File: config.mk
export PLATFORM = sky130hd
export DESIGN_NAME = i2c_master_bit_sequencer
export DESIGN_NICKNAME = d
export VERILOG_FILES = /design/src/sv/i2cms_pkg.sv /design/src/sv/i2cms_front.sv /design/src/sv/i2cms_back.sv /design/src/sv/i2c_master_bit_sequencer.sv
export SDC_FILE = /design/constraint.sdc
export NUM_CORES = 1
export LEC_CHECK = 0
export BUFFER_PORTS_ARGS = -buffer_cell sky130_fd_sc_hd__buf_2
export CORE_AREA = 2 2 124 102
export DETAILED_ROUTE_END_ITERATION = 12
export DIE_AREA = 0 0 126 104
export PLACE_DENSITY = 0.77
export SLEW_MARGIN = 20
export SYNTH_ARGS = -nofsm -noshare
export SYNTH_HDL_FRONTEND = slang
export SYNTH_SLANG_ARGS = --single-unit
File: constraint.sdc
create_clock -name clk -period 7.65 [get_ports clk]
set_clock_uncertainty 0.2 [all_clocks]
set_input_delay 0.3825 -clock clk [delete_from_list [all_inputs] [get_ports clk]]
set_output_delay 0.3825 -clock clk [all_outputs]
set_load 0.1 [all_outputs]
File: src/sv/i2cms_pkg.sv
package i2cms_pkg;

  localparam logic [15:0] DELAY_RESET   = 16'd500;
  localparam logic [2:0]  BYTE_MSB      = 3'd7;
  localparam logic [3:0]  BITS_PER_BYTE = 4'd8;
  localparam int          QDEPTH        = 2;
  localparam int          ADDR_W        = 3;

  typedef enum logic [1:0] {
    CMD_START = 2'd0,
    CMD_STOP  = 2'd1,
    CMD_WRITE = 2'd2,
    CMD_READ  = 2'd3
  } cmd_t;

  typedef enum logic [0:0] {
    REG_EDGE_DELAY = 1'b0,
    REG_UNUSED     = 1'b1
  } reg_idx_t;

  typedef struct packed {
    logic       command_valid;
    logic [1:0] command;
    logic [7:0] tx_byte;
    logic       send_ack;
    logic       scl_in;
    logic       sda_in;
  } in_item_t;

  typedef struct packed {
    logic       scl_pull_low;
    logic       sda_pull_low;
    logic       busy_res;
    logic       done_res;
    logic [7:0] rx_byte;
    logic       ack_received;
  } out_item_t;

  typedef struct packed {
    logic       cmd_valid;
    cmd_t       cmd;
    logic [7:0] tx_byte;
    logic       send_ack;
    logic       scl_in;
    logic       sda_in;
  } q_item_t;

  typedef struct packed {
    logic    valid;
    q_item_t item;
  } q_head_t;

endpackage

File: src/sv/i2cms_front.sv
module i2cms_front
  import i2cms_pkg::*;
(
  input  logic     clk,
  input  logic     rst_n,
  input  logic     in_valid,
  output logic     in_ready,
  input  in_item_t in_data,
  output q_head_t  head,
  input  logic     head_pop
);

  localparam int PTR_W = $clog2(QDEPTH);
  localparam int CNT_W = $clog2(QDEPTH + 1);

  q_item_t            queue_r [QDEPTH];
  logic [PTR_W-1:0]   wr_ptr_r;
  logic [PTR_W-1:0]   rd_ptr_r;
  logic [CNT_W-1:0]   count_r;
  logic               push;
  logic               pop;
  q_item_t            classified;

  assign in_ready = (count_r != CNT_W'(QDEPTH));
  assign push     = in_valid && in_ready;
  assign pop      = head_pop && (count_r != '0);

  always_comb begin
    classified.cmd_valid = in_data.command_valid;
    classified.cmd       = cmd_t'(in_data.command);
    classified.tx_byte   = in_data.tx_byte;
    classified.send_ack  = in_data.send_ack;
    classified.scl_in    = in_data.scl_in;
    classified.sda_in    = in_data.sda_in;
  end

  assign head.valid = (count_r != '0);
  assign head.item  = queue_r[rd_ptr_r];

  always_ff @(posedge clk) begin
    if (push) begin
      queue_r[wr_ptr_r] <= classified;
    end
  end

  always_ff @(posedge clk) begin
    if (!rst_n) begin
      wr_ptr_r <= '0;
      rd_ptr_r <= '0;
      count_r  <= '0;
    end else begin
      if (push) begin
        wr_ptr_r <= (wr_ptr_r == PTR_W'(QDEPTH - 1)) ? '0 : wr_ptr_r + 1'b1;
      end
      if (pop) begin
        rd_ptr_r <= (rd_ptr_r == PTR_W'(QDEPTH - 1)) ? '0 : rd_ptr_r + 1'b1;
      end
      unique case ({push, pop})
        2'b10:   count_r <= count_r + 1'b1;
        2'b01:   count_r <= count_r - 1'b1;
        default: count_r <= count_r;
      endcase
    end
  end

endmodule

File: src/sv/i2cms_back.sv
module i2cms_back
  import i2cms_pkg::*;
(
  input  logic        clk,
  input  logic        rst_n,
  input  logic [15:0] edge_delay,
  input  q_head_t     head,
  output logic        head_pop,
  output logic        out_valid,
  input  logic        out_ready,
  output out_item_t   out_data
);

  typedef enum logic [4:0] {
    PH_IDLE, PH_ST_W, PH_ST_D1, PH_ST_D2, PH_ST_D3,
    PH_SP_D1, PH_SP_W, PH_SP_D2, PH_SP_D3,
    PH_WR_D1, PH_WR_W, PH_WR_D2, PH_WR_AD1, PH_WR_AW, PH_WR_AD2,
    PH_RD_W, PH_RD_D1, PH_RD_D2, PH_RD_AD1, PH_RD_AW, PH_RD_AD2
  } phase_t;

  phase_t      phase_r,  phase_nxt;
  cmd_t        active_r, active_nxt;
  logic [3:0]  bit_r,    bit_nxt;
  logic [15:0] wait_r,   wait_nxt;
  logic [7:0]  shift_r,  shift_nxt;
  logic        acks_r,   acks_nxt;
  logic        seen_r,   seen_nxt;
  logic        scl_r,    scl_nxt;
  logic        sda_r,    sda_nxt;
  logic        out_valid_r;
  out_item_t   out_data_r;
  out_item_t   res;
  logic        advance;
  logic        done;
  logic        is_wait;
  logic        fire;
  q_item_t     q;

  assign q        = head.item;
  assign head_pop = !out_valid_r || out_ready;
  assign fire     = head.valid && head_pop;

  assign is_wait = (phase_r == PH_ST_W) || (phase_r == PH_SP_W) || (phase_r == PH_WR_W) ||
                   (phase_r == PH_WR_AW) || (phase_r == PH_RD_W) || (phase_r == PH_RD_AW);

  always_comb begin
    phase_nxt  = phase_r;
    active_nxt = active_r;
    bit_nxt    = bit_r;
    wait_nxt   = wait_r;
    shift_nxt  = shift_r;
    acks_nxt   = acks_r;
    seen_nxt   = seen_r;
    scl_nxt    = scl_r;
    sda_nxt    = sda_r;
    advance    = 1'b0;
    done       = 1'b0;

    if (phase_r == PH_IDLE) begin
      if (q.cmd_valid) begin
        active_nxt = q.cmd;
        unique case (q.cmd)
          CMD_START: begin
            sda_nxt   = 1'b0;
            scl_nxt   = 1'b0;
            phase_nxt = PH_ST_W;
          end
          CMD_STOP: begin
            sda_nxt   = 1'b1;
            phase_nxt = PH_SP_D1;
            wait_nxt  = edge_delay;
          end
          CMD_WRITE: begin
            shift_nxt = q.tx_byte;
            bit_nxt   = {1'b0, BYTE_MSB};
            sda_nxt   = ~q.tx_byte[BYTE_MSB];
            phase_nxt = PH_WR_D1;
            wait_nxt  = edge_delay;
          end
          CMD_READ: begin
            acks_nxt  = q.send_ack;
            shift_nxt = '0;
            bit_nxt   = '0;
            sda_nxt   = 1'b0;
            scl_nxt   = 1'b0;
            phase_nxt = PH_RD_W;
          end
        endcase
      end
    end else if (is_wait) begin
      advance = q.scl_in;
    end else if (wait_r <= 16'd1) begin
      wait_nxt = '0;
      advance  = 1'b1;
    end else begin
      wait_nxt = wait_r - 16'd1;
    end

    if (advance) begin
      unique case (phase_r)
        PH_ST_W: begin
          phase_nxt = PH_ST_D1; wait_nxt = edge_delay;
        end
        PH_ST_D1: begin
          sda_nxt = 1'b1; phase_nxt = PH_ST_D2; wait_nxt = edge_delay;
        end
        PH_ST_D2: begin
          scl_nxt = 1'b1; phase_nxt = PH_ST_D3; wait_nxt = edge_delay;
        end
        PH_SP_D1: begin
          scl_nxt = 1'b0; phase_nxt = PH_SP_W;
        end
        PH_SP_W: begin
          phase_nxt = PH_SP_D2; wait_nxt = edge_delay;
        end
        PH_SP_D2: begin
          sda_nxt = 1'b0; phase_nxt = PH_SP_D3; wait_nxt = edge_delay;
        end
        PH_WR_D1: begin
          scl_nxt = 1'b0; phase_nxt = PH_WR_W;
        end
        PH_WR_W: begin
          phase_nxt = PH_WR_D2; wait_nxt = edge_delay;
        end
        PH_WR_D2: begin
          scl_nxt  = 1'b1;
          wait_nxt = edge_delay;
          if (bit_r[2:0] != 3'd0) begin
            bit_nxt   = {1'b0, bit_r[2:0] - 3'd1};
            sda_nxt   = ~shift_r[bit_nxt[2:0]];
            phase_nxt = PH_WR_D1;
          end else begin
            sda_nxt   = 1'b0;
            phase_nxt = PH_WR_AD1;
          end
        end
        PH_WR_AD1: begin
          scl_nxt = 1'b0; phase_nxt = PH_WR_AW;
        end
        PH_WR_AW: begin
          phase_nxt = PH_WR_AD2; wait_nxt = edge_delay;
        end
        PH_WR_AD2: begin
          seen_nxt = ~q.sda_in;
          scl_nxt  = 1'b1;
          done     = 1'b1;
        end
        PH_RD_W: begin
          phase_nxt = PH_RD_D1; wait_nxt = edge_delay;
        end
        PH_RD_D1: begin
          shift_nxt = {shift_r[6:0], q.sda_in};
          scl_nxt   = 1'b1;
          phase_nxt = PH_RD_D2;
          wait_nxt  = edge_delay;
        end
        PH_RD_D2: begin
          bit_nxt = bit_r + 4'd1;
          if (bit_nxt < BITS_PER_BYTE) begin
            scl_nxt   = 1'b0;
            phase_nxt = PH_RD_W;
          end else begin
            sda_nxt   = acks_r;
            phase_nxt = PH_RD_AD1;
            wait_nxt  = edge_delay;
          end
        end
        PH_RD_AD1: begin
          scl_nxt = 1'b0; phase_nxt = PH_RD_AW;
        end
        PH_RD_AW: begin
          phase_nxt = PH_RD_AD2; wait_nxt = edge_delay;
        end
        PH_RD_AD2: begin
          scl_nxt = 1'b1;
          sda_nxt = 1'b0;
          done    = 1'b1;
        end
        default: begin
          done = 1'b1;
        end
      endcase
      if (done) begin
        phase_nxt = PH_IDLE;
      end
    end

    res.scl_pull_low = scl_nxt;
    res.sda_pull_low = sda_nxt;
    res.busy_res     = (phase_nxt != PH_IDLE);
    res.done_res     = done;
    res.rx_byte      = (done && active_nxt == CMD_READ) ? shift_nxt : 8'd0;
    res.ack_received = done && (active_nxt == CMD_WRITE) && seen_nxt;
  end

  always_ff @(posedge clk) begin
    if (!rst_n) begin
      phase_r     <= PH_IDLE;
      active_r    <= CMD_START;
      bit_r       <= '0;
      wait_r      <= '0;
      shift_r     <= '0;
      acks_r      <= 1'b0;
      seen_r      <= 1'b0;
      scl_r       <= 1'b0;
      sda_r       <= 1'b0;
      out_valid_r <= 1'b0;
    end else begin
      if (fire) begin
        phase_r     <= phase_nxt;
        active_r    <= active_nxt;
        bit_r       <= bit_nxt;
        wait_r      <= wait_nxt;
        shift_r     <= shift_nxt;
        acks_r      <= acks_nxt;
        seen_r      <= seen_nxt;
        scl_r       <= scl_nxt;
        sda_r       <= sda_nxt;
        out_valid_r <= 1'b1;
      end else if (out_ready) begin
        out_valid_r <= 1'b0;
      end
    end
  end

  always_ff @(posedge clk) begin
    if (fire) begin
      out_data_r <= res;
    end
  end

  assign out_valid = out_valid_r;
  assign out_data  = out_data_r;

endmodule

File: src/sv/i2c_master_bit_sequencer.sv
// I2C master bit sequencer: each input transfer is one timer tick carrying an optional
// command and the sampled SCL and SDA levels, and each tick yields exactly one result
// transfer with the line drives, busy, a done pulse, the received byte and the ACK.
// A new tick is taken every clock while the queue has room. It enters a two-entry queue
// in the front end, is executed by the sequencer from the queue head, and its result
// is registered. The sequencer executes one tick per clock when the output side does
// not stall, limited by its single state update per tick. The edge delay
// register sits at byte address 0 and should be written only while no command runs.
module i2c_master_bit_sequencer
  import i2cms_pkg::*;
(
  input  logic              clk,
  input  logic              rst_n,
  input  logic              in_valid,
  output logic              in_ready,
  input  in_item_t          in_data,
  output logic              out_valid,
  input  logic              out_ready,
  output out_item_t         out_data,
  input  logic              psel,
  input  logic              penable,
  input  logic              pwrite,
  input  logic [ADDR_W-1:0] paddr,
  input  logic [31:0]       pwdata,
  output logic [31:0]       prdata,
  output logic              pready
);

  logic [15:0] edge_delay_r;
  q_head_t     head;
  logic        head_pop;
  reg_idx_t    reg_idx;

  assign pready  = 1'b1;
  assign reg_idx = reg_idx_t'(paddr[ADDR_W-1]);
  assign prdata  = (reg_idx == REG_EDGE_DELAY) ? {16'd0, edge_delay_r} : 32'd0;

  always_ff @(posedge clk) begin
    if (!rst_n) begin
      edge_delay_r <= DELAY_RESET;
    end else if (psel && penable && pwrite && pready && (reg_idx == REG_EDGE_DELAY)) begin
      edge_delay_r <= pwdata[15:0];
    end
  end

  i2cms_front u_front (
    .clk      (clk),
    .rst_n    (rst_n),
    .in_valid (in_valid),
    .in_ready (in_ready),
    .in_data  (in_data),
    .head     (head),
    .head_pop (head_pop)
  );

  i2cms_back u_back (
    .clk        (clk),
    .rst_n      (rst_n),
    .edge_delay (edge_delay_r),
    .head       (head),
    .head_pop   (head_pop),
    .out_valid  (out_valid),
    .out_ready  (out_ready),
    .out_data   (out_data)
  );

endmodule

==> impl_metrics.json, run 1 <==
{
  "status": "completed",
  "yosys.area_share.simple_pct": 20.4,
  "power_density_nw_per_um2": 428,
  "cts_resized": 0,
  "insertion_delay_ns": 0.36,
  "drtIter0Drc": 435,
  "synth_area_sq_um": 5730,
  "final.min_clock_period_ns": 4.06,
  "grt_start_max_net_pins": 29,
  "grt_usage_pct": 21.8,
  "die-area_sq_um": 13100,
  "die_w_um": 126,
  "synth-compound-area-share_pct": 20.3,
  "wire_per_inst_um": 16.9,
  "layout_common_cells": "nand2_1 (80), buf_2 (68), dfxtp_1 (61)",
  "synth_top_family_by_area": "simple AND/OR/NAND/NOR gates",
  "start_util_pct": 48.2,
  "cts-root-buf": "clkbuf_16",
  "seq_area_frac_synth_pct": 42.8,
  "finalPower_w": 0.00271,
  "synthMuxAreaShare_pct": 6.09,
  "fp.coreArea_sq_um": 11900,
  "core.rowCount": 36,
  "synthXorXnorAreaFrac_pct": 1.37,
  "postCtsSetupRepairBufs": 0,
  "drtAntennaViolNets": 0,
  "critical_path_class": "reg -> reg",
  "synth_fa_ha_area_share_pct": 1.75,
  "setup_viol": 0,
  "synth_edf_count": 41,
  "synth_warnings": 0,
  "holdBufCountCts": 2,
  "vias": 5046,
  "synth_cell_type_count": 81,
  "crit_arrival_ns": 4.08,
  "gr-total-overflow": 0,
  "fin_util_pct": 53.3,
  "syn_avg_cell_area_sq_um": 9.03,
  "grt_pass1_vias": 4579,
  "p_leak_nw": 2.38,
  "r2r_slack_ns": 3.59,
  "vdd_drop_max_mv": 0.252,
  "crit_fanout": 19,
  "drive_above_1_share_pct": 17.3,
  "ys_ff_latch": 102,
  "cts.path.max_buffers": 2,
  "drv_slew": 0,
  "cts_tree": "yes",
  "hold_class": "in -> reg",
  "max_stage_delay_ns": 0.87,
  "worst_pin_slew_ns": 0.991,
  "start_kind": "flip-flop",
  "gp_congestion": 0.922,
  "synth-main-ff-cell": "dfxtp_1",
  "rsz0062_at_grt": "false",
  "drtPass1Iterations": 6,
  "final.setup.tns_ns": 0,
  "async_flop_share_pct": 0,
  "io_pins": 104,
  "end_kind": "flip-flop",
  "fillCellCount": 1069,
  "multiInputGateArea_sq_um": 2930,
  "grt_pass1_wl_um": 23200,
  "period_share_pct": 53.1,
  "relSlewSlack_pct": 33.8,
  "hpwl_um": 9900,
  "hold_viol": 0,
  "grt_antenna_before_repair": 0,
  "diodes": 0,
  "layout_commonest_cell": "nand2_1",
  "crit_required_ns": 7.67,
  "final-seq-area_sq_um": 2450,
  "synthesis.instances": 635,
  "numCtsBuffers": 9,
  "rr_worst_depth": 7,
  "remaining_drc_errors": 0,
  "h-tree-depth": 3,
  "syn_to_final_growth_pct": 10.5,
  "min_path_cells": 1,
  "clock-sinks": 102,
  "hold_ws_ns": 0.0129,
  "nets": 740,
  "path_cells": "nor3b_1 > a32oi_1 > nand2_1 > o221a_2 > and3_1 > mux2_2 > nor2_2",
  "wl_um": 14100,
  "max_cap_viol_count": 0,
  "die-height_um": 104,
  "cts.reportedPaths.clkPinSlew_ns": 0.08,
  "portBuffers": 68,
  "cp_slowest_cell": "nor3b_1",
  "max_freq_mhz": 246,
  "vias_per_cell": 6.06
}
[stage by stage]
step / worst slack [ns] / cell area (sq um) / cells
floorplan: 4.47 / 5790 / 650
global placement: 3.82 / 5980 / 815
detailed placement: 3.72 / 5980 / 815
CTS: 3.70 / 6330 / 833
global route: 3.41 / 6330 / 833
finish: 3.59 / 6330 / 833
[kinds of logic after synthesis]
group	count (synthesis)
and+or+nand+nor	239
AOI/OAI and AO/OA	171
DFF	102
buffers and inverters	72
muxes	32
xor gates and xnor gates	9
adders and majority gates	8
other	2
[registers in the layout, summed over array words and instances (netlist names), named ones only]
name and cells:
u_back.active_r 2, u_back.acks_r 1, u_back.wait_r 16, u_front.rd_ptr_r 1, u_back.shift_r 8, u_front.count_r 2, u_back.out_data 13, u_front.queue_r 28
u_back.phase_r 5, u_back.sda_r 1, edge_delay_r 16, u_back.scl_r 1, u_back.seen_r 1, u_front.wr_ptr_r 1, u_back.bit_r 4, u_back.out_valid 1
[final timing paths]
kind,start,endpoint
worst max-delay path,u_back.phase_r[4],u_back.out_data[1]
worst min-delay path,in_data[0],u_front.queue_r[1][0]
worst max register to register,u_back.phase_r[4],u_back.out_data[1]
worst min register to register,edge_delay_r[11],edge_delay_r[11]
[report_power, final]
group / internal, W / switching, W / total (W)
sequential: 0.000691 / 0.000108 / 0.000799
clock: 0.000283 / 0.000221 / 0.000503
combinational: 0.000390 / 0.00102 / 0.00141
[final cells by class]
| cell class | count | area share (%) |
|---|---|---|
| multi-input combinational | 476 | 46.2 |
| inverter | 15 | 0.889 |
| tap | 152 | 3.00 |
| clock inverter | 6 | 1.28 |
| timing repair buffer | 72 | 5.93 |
| sequential | 102 | 38.7 |
| clock buffer | 10 | 3.95 |
[worst max-delay path, delay by kind of cell, from the launching register on]
family / cells / cell delay, ns
and+or+nand+nor: 4 / 1.80
AOI/OAI and AO/OA: 2 / 0.77
DFF: 1 / 0.72
muxes: 1 / 0.41
[routing by layer]
layer | vias up | share of wire (%) | GRT usage [%] | routed length, um
met5 | - | 0 | 0 | 0
met4 | 0 | 2.0 | 7.77 | 275
met3 | 25 | 8.3 | 5.30 | 1170
met2 | 220 | 45 | 31.8 | 6290
met1 | 2419 | 45 | 31.4 | 6360
li1 | 2382 | - | - | -
[Yosys cell counts (12+ instances only)]
library cell,instances,area share (%)
a21oi_1,46,4.0
inv_1,12,0.79
nand3_1,18,1.6
nor2_1,46,3.0
edfxtp_1,41,21
nor2b_1,21,2.3
clkbuf_1,21,1.4
dfxtp_1,61,21
buf_4,20,2.6
nor3_1,15,1.3
nand2_1,80,5.2
nor4_1,14,1.5
o21ai_0,43,3.8
mux2i_1,27,4.7
Power figures use the tool's default switching activity.
==> run 2: changes to the inputs <==
--- a/config.mk
+++ b/config.mk
@@ -9,7 +9,7 @@
 export CORE_AREA = 2 2 124 102
 export DETAILED_ROUTE_END_ITERATION = 12
 export DIE_AREA = 0 0 126 104
-export PLACE_DENSITY = 0.77
+export PLACE_DENSITY = 0.8
 export SLEW_MARGIN = 20
 export SYNTH_ARGS = -nofsm -noshare
 export SYNTH_HDL_FRONTEND = slang
==> constraint.sdc (replaced) <==
create_clock -name clk -period 3.7 [get_ports clk]
set_clock_uncertainty 0.2 [all_clocks]
set_input_delay 0.185 -clock clk [delete_from_list [all_inputs] [get_ports clk]]
set_output_delay 0.185 -clock clk [all_outputs]
set_load 0.1 [all_outputs]
==> run 2 against run 1 <==
  * Combinational power grew 120%
  * Cell count grew 5.3%
  * Non-clock buffer count grew 44
  * Routed wire length grew 7.3%
  * Hold slack lost 0.0023 ns
  * Global-route usage grew 1.5 points
  * Total power grew 110%
  * Cell area grew 5.6%
  * Worst setup slack lost 3.2 ns
==> impl_metrics.json, run 2 (same netlist as run 1, synthesis figures left out) <==
{
  "grt_start_max_net_pins": 29,
  "cts.reportedPaths.clkPinSlew_ns": 0.08,
  "io_pins": 104,
  "final.setup.tns_ns": 0,
  "remaining_drc_errors": 0,
  "grt_pass1_wl_um": 24700,
  "core.rowCount": 36,
  "setup_viol": 0,
  "period_share_pct": 89.5,
  "end_kind": "flip-flop",
  "drtAntennaViolNets": 0,
  "gr-total-overflow": 0,
  "vdd_drop_max_mv": 0.429,
  "start_util_pct": 48.2,
  "hold_viol": 0,
  "fin_util_pct": 56.3,
  "wl_um": 15100,
  "reg.largest.list": "u_front.queue_r (28), edge_delay_r (16), u_back.wait_r (16)",
  "regMostFlops": "u_front.queue_r",
  "hpwl_um": 10300,
  "grt_antenna_before_repair": 0,
  "crit_fanout": 11,
  "clock-sinks": 102,
  "critical_path_class": "reg -> reg",
  "grt_usage_pct": 23.3,
  "max_freq_mhz": 302,
  "largest_reg_flops": 28,
  "crit_required_ns": 3.72,
  "die-area_sq_um": 13100,
  "worst_pin_slew_ns": 0.753,
  "diodes": 0,
  "start_kind": "flip-flop",
  "die_w_um": 126,
  "die-height_um": 104,
  "syn_to_final_growth_pct": 16.7,
  "power_density_nw_per_um2": 839,
  "fp.coreArea_sq_um": 11900,
  "cts.path.max_buffers": 2,
  "vias": 5185,
  "drtIter0Drc": 558,
  "layout_common_cells": "nand2_1 (80), buf_2 (68), dfxtp_1 (61)",
  "cts_tree": "yes",
  "insertion_delay_ns": 0.36,
  "gp_congestion": 0.938,
  "drive_above_1_share_pct": 18.2,
  "rsz0062_at_grt": "false",
  "nets": 784,
  "numCtsBuffers": 9,
  "r2r_slack_ns": 0.39,
  "max_cap_viol_count": 0,
  "relSlewSlack_pct": 49.8,
  "vias_per_cell": 5.91,
  "p_leak_nw": 2.56,
  "crit_arrival_ns": 3.33,
  "drtPass1Iterations": 5,
  "drv_slew": 0,
  "status": "completed",
  "layout_commonest_cell": "nand2_1",
  "grt_pass1_vias": 4938,
  "cts-root-buf": "clkbuf_16",
  "final.min_clock_period_ns": 3.31,
  "hold_class": "in -> reg",
  "cts_resized": 0,
  "h-tree-depth": 3,
  "wire_per_inst_um": 17.3,
  "portBuffers": 68,
  "fillCellCount": 1043
}
-- run 2: where the power goes --
group	switching (W)	total (W)	internal, W	leakage [nW]
Clock	0.000466	0.000940	0.000473	0.143
Combinational	0.00218	0.00307	0.000882	1.53
Sequential	0.000179	0.00161	0.00143	0.885
Total	0.00283	0.00561	0.00278	2.56
-- run 2: through the flow --
step | instances | instance area (sq um) | setup slack, ns | hold slack, ns | power (W)
2_1_floorplan | 650 | 5790 | 0.525 | 0.0839 | 0.00401
5_1_grt | 877 | 6690 | 0.222 | 0.0374 | 0.00591
3_3_place_gp | 831 | 6100 | 0.497 | 0.172 | 0.00453
4_1_cts | 877 | 6690 | 0.431 | 0.00506 | 0.00555
6_report | 877 | 6690 | 0.387 | 0.0106 | 0.00561
3_5_place_dp | 831 | 6100 | 0.456 | 0.176 | 0.00459
-- run 2: layer usage --
metal / up-vias / GRT usage [%] / wire length (um)
met5: - / 0 / 0
met4: 0 / 6.12 / 249
met3: 26 / 5.81 / 1490
met2: 247 / 36.4 / 7030
met1: 2453 / 32.4 / 6350
li1: 2459 / - / -
-- run 2: path summary, 6_finish.rpt --
path,start,endpoint,depth (start not counted)
max,u_back.phase_r[2],u_back.out_data[8],9
min,out_ready,u_back.out_valid,4
max reg2reg,u_back.phase_r[2],u_back.out_data[8],9
min reg2reg,edge_delay_r[1],edge_delay_r[1],2
-- run 2: final cells by class --
class / count / area, sq um / share of cell area, %
repair buffers: 116 / 776 / 11.6
clock buffers: 9 / 225 / 3.37
well taps: 152 / 190 / 2.84
flip-flops and latches: 102 / 2450 / 36.6
clock inverters: 7 / 66.3 / 0.991
multi-input cells: 476 / 2930 / 43.7
inverters: 15 / 56.3 / 0.841
-- run 2: what timing repair did --
item | CTS | global route
hold buffers | 30 | 0
buffers inserted | 0 | 0
endpoints found under the hold margin | 44 | 0
-- run 2: worst max-delay path, cell delays in order, from the launching register on --
cell,delay (ns)
dfxtp_1,0.42
buf_4,0.21
and2_1,0.20
a22o_1,0.20
a221oi_1,0.65
o221a_2,0.40
and3_1,0.21
buf_4,0.21
mux2_2,0.38
nor2_2,0.09
==> run 3: changes to the inputs <==
--- a/config.mk
+++ b/config.mk
@@ -6,11 +6,12 @@
 export NUM_CORES = 1
 export LEC_CHECK = 0
 export BUFFER_PORTS_ARGS = -buffer_cell sky130_fd_sc_hd__buf_2
-export CORE_AREA = 2 2 124 102
+export CORE_AREA = 2 2 127 104
 export DETAILED_ROUTE_END_ITERATION = 12
-export DIE_AREA = 0 0 126 104
-export PLACE_DENSITY = 0.8
+export DIE_AREA = 0 0 129 106
+export PLACE_DENSITY = 0.79
 export SLEW_MARGIN = 20
 export SYNTH_ARGS = -nofsm -noshare
 export SYNTH_HDL_FRONTEND = slang
+export SYNTH_HIERARCHICAL = 1
 export SYNTH_SLANG_ARGS = --single-unit
==> run 3 against run 2 <==
  * Register-to-register slack worse by 0.06 ns
  * Flip-flop and latch count unchanged
  * Fmax down 1.8%
  * Routed wire length up 2.3%
  * Hold slack better by 0.25 ns
  * Non-clock buffer count up 2
  * Die area up 4.3%
  * Total power up 6.6%
  * Sequential share of layout area down 1.6 points
  * Synthesized cell count up 2.7%
  * Clock power up 3.8%
==> impl_metrics.json, run 3 <==
{
  "status": "completed",
  "rsz0062_at_grt": "false",
  "fp.coreArea_sq_um": 12500,
  "vdd_drop_max_mv": 0.565,
  "final-seq-area_sq_um": 2450,
  "start_util_pct": 47.4,
  "crit_arrival_ns": 3.42,
  "setup_viol": 0,
  "fin_util_pct": 55.8,
  "vias": 5434,
  "hold_viol": 0,
  "drive_above_1_share_pct": 18.7,
  "diodes": 0,
  "insertion_delay_ns": 0.36,
  "vias_per_cell": 5.93,
  "synth_top_area_share_pct": 20.7,
  "grt_pass1_vias": 5034,
  "cts.reportedPaths.clkPinSlew_ns": 0.07,
  "synth_common_cells": "nand2_1 (63), dfxtp_1 (61), nor2_1 (45), edfxtp_1 (41), nand3_1 (36)",
  "relSlewSlack_pct": 32.4,
  "end_kind": "flip-flop",
  "p_leak_nw": 2.60,
  "start_kind": "flip-flop",
  "synth-main-ff-cell": "dfxtp_1",
  "cp_slowest_cell": "nor3_1",
  "crit_fanout": 13,
  "synth_top_area_cell": "edfxtp_1",
  "regMostFlops": "u_front/queue_r",
  "postCtsSetupRepairBufs": 0,
  "nets": 801,
  "reg.largest.list": "u_front/queue_r (28), edge_delay_r (16), u_back/wait_r (16)",
  "die_w_um": 129,
  "seq_area_frac_synth_pct": 41.2,
  "die-area_sq_um": 13700,
  "grt_start_max_net_pins": 44,
  "remaining_drc_errors": 0,
  "synth.most_common_cell": "nand2_1",
  "drtAntennaViolNets": 0,
  "wire_per_inst_um": 16.9,
  "holdBufCountCts": 32,
  "cp.depth": 9,
  "h-tree-depth": 3,
  "multiInputGateArea_sq_um": 3160,
  "grt_pass1_wl_um": 25300,
  "worst_pin_slew_ns": 1.01,
  "max_stage_delay_ns": 0.79,
  "crit_top_cell": "buf_4",
  "layout_common_cells": "buf_2 (68), nand2_1 (63), dfxtp_1 (61)",
  "drtIter0Drc": 635,
  "final.min_clock_period_ns": 3.38,
  "clock-sinks": 102,
  "io_pins": 104,
  "path_cells": "buf_4 > nand2_1 > o22ai_1 > nor3_1 > a22o_1 > buf_4 > and2_1 > a21oi_1 > a221oi_1",
  "largest_reg_flops": 28,
  "crit_required_ns": 3.75,
  "ys_top_cells_by_area": "edfxtp_1 (21%), dfxtp_1 (21%), mux2i_1 (5.4%)",
  "core.rowCount": 37,
  "portBuffers": 68,
  "cp_top_family": "simple AND/OR/NAND/NOR gates",
  "rr_worst_depth": 9,
  "min_path_cells": 2,
  "period_share_pct": 91.2,
  "synth_cell_type_count": 78,
  "grt_antenna_before_repair": 0,
  "fillCellCount": 1071,
  "ys_ff_latch": 102,
  "drtPass1Iterations": 6,
  "numCtsBuffers": 9,
  "gp_congestion": 0.946,
  "max_cap_viol_count": 0,
  "syn_avg_cell_area_sq_um": 9.12,
  "synth_edf_count": 41,
  "layout_commonest_cell": "buf_2",
  "syn_to_final_growth_pct": 17.7,
  "synth_area_sq_um": 5950,
  "hpwl_um": 10500,
  "synthesis.instances": 652,
  "grt_usage_pct": 23.3,
  "gr-total-overflow": 0,
  "drv_slew": 0,
  "power_density_nw_per_um2": 855,
  "hold_class": "in -> reg",
  "critPathBufInv": 2,
  "final.setup.tns_ns": 0,
  "die-height_um": 106,
  "async_flop_share_pct": 0,
  "wl_um": 15500,
  "cts-root-buf": "clkbuf_16",
  "cts_tree": "yes",
  "max_freq_mhz": 296,
  "cts.path.max_buffers": 2,
  "cts_resized": 0,
  "critical_path_class": "reg -> reg",
  "synth_warnings": 6
}
==> run 3: final cells by class <==
type	count	area share (%)
repair buffers	118	11.4
clock inverters	6	1.14
clock buffers	10	3.27
flip-flops and latches	102	35.0
multi-input cells	490	45.2
inverters	16	0.858
well taps	175	3.13
==> run 3: logic make-up after synthesis <==
group                    share of synthesized area, %
AO/OA/AOI/OAI                                    17.8
other                                           0.126
XOR/XNOR                                         1.77
AND/OR/NAND/NOR                                  21.9
buffers and inverters                            6.52
flip-flops                                       41.2
multiplexers                                     8.98
adder cells (fa/ha/maj)                          1.68
==> run 3: per-stage QoR <==
step | setup slack, ns | std cells | hold slack (ns) | power, W | cell area, sq um
floorplan | 0.792 | 667 | 0.0839 | 0.00421 | 6000
global route | 0.132 | 917 | 0.277 | 0.00631 | 7000
finish | 0.325 | 917 | 0.258 | 0.00598 | 7000
global placement | 0.563 | 869 | 0.172 | 0.00482 | 6370
detailed placement | 0.471 | 869 | 0.176 | 0.00491 | 6370
CTS | 0.446 | 917 | 0.245 | 0.00593 | 7000
==> run 3: final timing paths <==
| check | start | to | slack (ns) |
|---|---|---|---|
| max | u_back/phase_r[1] | u_back/wait_r[1] | 0.32 |
| min | rst_n | u_back/bit_r[0] | 0.26 |
| max reg2reg | u_back/phase_r[1] | u_back/wait_r[1] | 0.32 |
| min reg2reg | edge_delay_r[3] | edge_delay_r[3] | 0.29 |
==> run 3: worst register-to-register path, cell delays in order (launching register included) <==
cell and delay [ns]:
dfxtp_1 0.38, buf_4 0.21, nand2_1 0.17, o22ai_1 0.15, nor3_1 0.79, a22o_1 0.29
buf_4 0.20, and2_1 0.42, a21oi_1 0.14, a221oi_1 0.32
==> run 3: power breakdown <==
part	leakage [nW]	total, W	internal, W	switching (W)
clock network	0.146	0.000976	0.000536	0.000440
logic	1.57	0.00340	0.00109	0.00231
registers	0.884	0.00161	0.00143	0.000175
==> run 3: metal layers <==
| layer | global-route usage (%) | part of all wire, % | vias to the layer above |
|---|---|---|---|
| met1 | 32.4 | 43 | 2590 |
| met2 | 36.0 | 46 | 295 |
| met5 | 0 | 0 | - |
| met4 | 8.46 | 1.5 | 0 |
| li1 | - | - | 2522 |
| met3 | 4.53 | 8.8 | 27 |
